<file path="src/rtl/bcht_fifo.sv">
// ----------------------------------------------------------------------------
// bcht_fifo
// Two-entry show-ahead queue between the front and the back of the table.
// ----------------------------------------------------------------------------
module bcht_fifo #(
  parameter int WIDTH = 8
) (
  input  logic             clk,
  input  logic             rst,
  input  logic             wr,
  input  logic [WIDTH-1:0] wdata,
  output logic             full,
  input  logic             rd,
  output logic [WIDTH-1:0] rdata,
  output logic             empty
);

  logic [WIDTH-1:0] mem [2];
  logic             wptr;
  logic             rptr;
  logic [1:0]       count;

  assign full  = (count == 2'd2);
  assign empty = (count == 2'd0);
  assign rdata = mem[rptr];

  always_ff @(posedge clk) begin
    if (wr && !full) begin
      mem[wptr] <= wdata;
    end
    if (rst) begin
      wptr  <= 1'b0;
      rptr  <= 1'b0;
      count <= 2'd0;
    end else begin
      if (wr && !full) begin
        wptr <= ~wptr;
      end
      if (rd && !empty) begin
        rptr <= ~rptr;
      end
      count <= count + 2'(wr && !full) - 2'(rd && !empty);
    end
  end

endmodule

</file>
<file path="config.mk">
export PLATFORM = sky130hd
export DESIGN_NAME = bcht_fifo
export DESIGN_NICKNAME = d
export VERILOG_FILES = /design/src/rtl/bcht_fifo.sv
export SDC_FILE = /design/constraint.sdc
export NUM_CORES = 1
export LEC_CHECK = 0
export BUFFER_PORTS_ARGS = -buffer_cell sky130_fd_sc_hd__buf_2
export CAP_MARGIN = 20
export CORE_MARGIN = 2
export CORE_UTILIZATION = 49
export DETAILED_ROUTE_END_ITERATION = 10
export GPL_TIMING_DRIVEN = 0
export PLACE_DENSITY = 0.86
export REMOVE_ABC_BUFFERS = 1
export SETUP_SLACK_MARGIN = 0.05
export SLEW_MARGIN = 40
export SYNTH_ARGS = -nofsm -noshare
export SYNTH_HDL_FRONTEND = slang
export SYNTH_SLANG_ARGS = --single-unit
</file>
<file path="constraint.sdc">
create_clock -name clk -period 2 [get_ports clk]
set_input_delay 0.4 -clock clk [delete_from_list [all_inputs] [get_ports clk]]
set_output_delay 0.4 -clock clk [all_outputs]
set_load 0.02 [all_outputs]
</file>
==> summary by stage <==
STA
The sum of negative setup slack is 0 ns. For the pin with the worst max-slew slack, the measured transition is approximately 0.36 ns. The worst-case clock skew is 0.01293 ns. The final count of negative-setup-slack endpoints is 0.

Static timing analysis puts the maximum clock frequency at 556.6 MHz. The share of the cycle needed by the critical path after routing is 89.82%. The max-slew violation count is 0. Setup repair after global routing left no endpoint under its margin. The final count of hold timing violations is 0.

The shortest clock period the worst path allows after layout is between 1.5 and 2 ns. Measured against its own limit, the worst slew margin works out to 76.20%.

Cells and area
The antenna cell count is 0. The signed area change from the synthesized netlist to the final layout is 18.21%. Leaving out filler cells and counting taps, the final layout contains 92.

At the end of the flow, the number of nets in the layout was 91. The fraction of final layout cells sized beyond drive strength 1 is between 40% and 50%. After routing the design area is between 900 and 1000 um^2.

Clocking
The number of buffers on the longest clock path is 2. The sink count of the clock tree is 21. After clock tree synthesis, the repair step resized 0 gates. The number of clock buffers added by TritonCTS is 3. After clock tree synthesis, the clock-pin slew on the worst setup and hold paths is 0.12 ns. The hold buffer count at CTS is 0. The number of levels the H-tree was split into is 1. TritonCTS built the clock tree. After clock tree synthesis, the setup repair step added 0 buffers. The root buffer cell chosen for the clock tree is sky130_fd_sc_hd__clkbuf_4. For the worst-skew pair, the clock arrives at the later sink with an insertion delay of 0.31 ns.

Run status
The run finished with clean final reports.

Placed design
The routability congestion estimate is 0.6667. The half-perimeter wire length after placement is 882.8 um. In this run the cell area measured after placement is between 900 and 1000 um^2.

The placed cell count is 88. The count of buffers from port buffering is 21.

Power and ir drop
The leakage power total is 0.4054 nW. For this design the ratio of total power to cell area is 1291 nW/um^2. The maximum VDD drop is 0.0006662 V.

Synthesis
The total of flip-flops plus latches after synthesis is 21. After synthesis, flip-flops and latches occupy 71.60% of the total area. The number of distinct standard cells referenced by the synthesized netlist is 21. The total of warnings raised by yosys is 0.

The largest area contributor in the netlist is sky130_fd_sc_hd__edfxtp_1. The cell count after synthesis came out at 52. After synthesis the cells add up to 810.8 um^2. The average cell area after synthesis is 15.59 um^2. Yosys attributes the largest share of cell area to sky130_fd_sc_hd__edfxtp_1, sky130_fd_sc_hd__dfxtp_1, sky130_fd_sc_hd__mux2_1, sky130_fd_sc_hd__mux2_2, sky130_fd_sc_hd__ha_1.

The share of synthesized area in the top cell type comes to approximately three fifths.

Global route
The global-route wire length before repair is 1904 um. The via count of the first global-routing pass was 454. Entering global routing, the biggest net connects 13 pins. The overall fraction of global-route tracks in use is 14.14%. The initial antenna violation count is 0. For this run the aggregate overflow at the end of global routing stands at 0.

Critical path
The setup path with the least slack is of type register to output port. The flop-to-flop setup slack is 0.37 ns. In this run the worst path has a maximum fanout of 8. The worst setup path is captured at an output port. Data on the critical path arrives at its endpoint at 1.40 ns. STA classifies the critical path startpoint as a register. At the worst endpoint, the required time is roughly 1.6 ns.

Floorplan
The x dimension of the die is 44.68 um. The vertical die dimension is between 40 and 50 um. The core area is around 1500 um^2. The die footprint is roughly 2000 um^2. The starting density of the core is 53.20%. The number of I/O pins is 22. Row generation in the floorplan step produced 14 rows.

Worst hold path
The tightest min-delay check is of the input pin to register type.

Drt
The final antenna-violating net count is 0. After detailed routing, the total wire length is 1224 um. The number of vias after detailed routing is 465. The routed length per placed instance is 13.30 um.

The first detailed-routing pass took 3 iterations. The number of DRC violations after detailed routing is 0. The count of routing violations after the opening detailed-route iteration is 3. The average vias per placed instance is 5.054.

Job
Max-cap violations in this run came to 0.
power by group:
part | leakage (nW) | internal, mW | total [mW] | switching (mW)
registers | 0.191 | 0.563 | 0.622 | 0.0585
clock network | 0.0177 | 0.0746 | 0.202 | 0.127
logic | 0.197 | 0.176 | 0.414 | 0.238
final cells by class:
cell class / instances / area, um^2
Clock buffer: 3 / 22.52
Timing Repair Buffer: 21 / 105.1
Tap cell: 16 / 20.02
Fill cell: 129 / 565.5
Inverter: 4 / 15.01
Clock inverter: 1 / 5.005
Multi-Input combinational cell: 26 / 210.2
Sequential cell: 21 / 580.6
layout by cell type, fill, tap and decap left out:
cell type and n:
sky130_fd_sc_hd__buf_2 21, sky130_fd_sc_hd__edfxtp_1 16, sky130_fd_sc_hd__mux2_1 5, sky130_fd_sc_hd__dfxtp_1 5
sky130_fd_sc_hd__nor2_1 4, sky130_fd_sc_hd__inv_1 3, sky130_fd_sc_hd__mux2_2 3, sky130_fd_sc_hd__clkbuf_4 3
sky130_fd_sc_hd__ha_1 2, sky130_fd_sc_hd__o21a_2 1, sky130_fd_sc_hd__nand2b_2 1, sky130_fd_sc_hd__inv_2 1
sky130_fd_sc_hd__nand2_1 1, sky130_fd_sc_hd__and3_2 1, sky130_fd_sc_hd__or3_1 1, sky130_fd_sc_hd__nor2b_1 1
sky130_fd_sc_hd__xnor2_1 1, sky130_fd_sc_hd__o21ai_0 1, sky130_fd_sc_hd__a21oi_1 1, sky130_fd_sc_hd__xor2_1 1
sky130_fd_sc_hd__and2_1 1, sky130_fd_sc_hd__nor3_1 1, sky130_fd_sc_hd__clkinv_2 1
worst max-delay path, stage by stage, from the launching register on:
cell	delay [ns]
sky130_fd_sc_hd__dfxtp_1	0.55
sky130_fd_sc_hd__mux2_2	0.38
sky130_fd_sc_hd__buf_2	0.16
sequential cells by signal (all words and copies together), names as in the netlist, named ones only:
register and count:
rptr 1, count 2, wptr 1, mem 16
synthesized netlist by cell type (all sizes together):
master,n
nand2,1
and2,1
buf,1
o21a,1
dfxtp,5
nand2b,1
o21ai,1
or3,1
xor2,1
inv,4
nor2,4
and3,1
nor2b,1
edfxtp,16
a21oi,1
mux2,8
ha,2
nor3,1
xnor2,1
cell families (layout without fill, tap and decap cells):
logic type,Yosys count,after routing,share of synthesized area [%]
AND/OR/NAND/NOR,11,11,7.254
AO/OA/AOI/OAI,3,3,2.314
adder cells (fa/ha/maj),2,2,3.086
multiplexers,8,8,11.11
buffers and inverters,5,29,2.468
XOR/XNOR,2,2,2.161
flip-flops,21,21,71.61
path summary, 6_finish.rpt:
kind | start | to | cells past startpoint
hold reg to reg | wptr | wptr | 2
setup / recovery | register | rdata[1] | 2
hold / removal | wdata[5] | mem[0][5] | 1
setup reg to reg | count[1] | count[1] | 7
metrics by stage:
stage / util, % / setup slack (ns) / power, mW / hold WS (ns)
6_report: 62.89 / 0.2035 / 1.238 / 0.2716
2_1_floorplan: - / 0.5219 / 0.9206 / 0.4515
3_3_place_gp: 61.08 / 0.4193 / 1.034 / 0.4660
3_5_place_dp: 61.08 / 0.3761 / 1.052 / 0.5022
5_1_grt: 62.89 / 0.1377 / 1.316 / 0.2562
4_1_cts: 62.89 / 0.1791 / 1.252 / 0.2684
per-layer routing:
layer / wire, um / share of wire, % / GRT usage (%) / up-vias
met1: 514 / 42 / 14.86 / 213
met3: 67 / 5.5 / 4.082 / 2
met5: 0 / 0 / 0 / -
met2: 618 / 50 / 24.35 / 15
li1: - / - / - / 235
met4: 23 / 1.9 / 9.091 / 0
No activity file was read; power rests on OpenSTA's default activity.
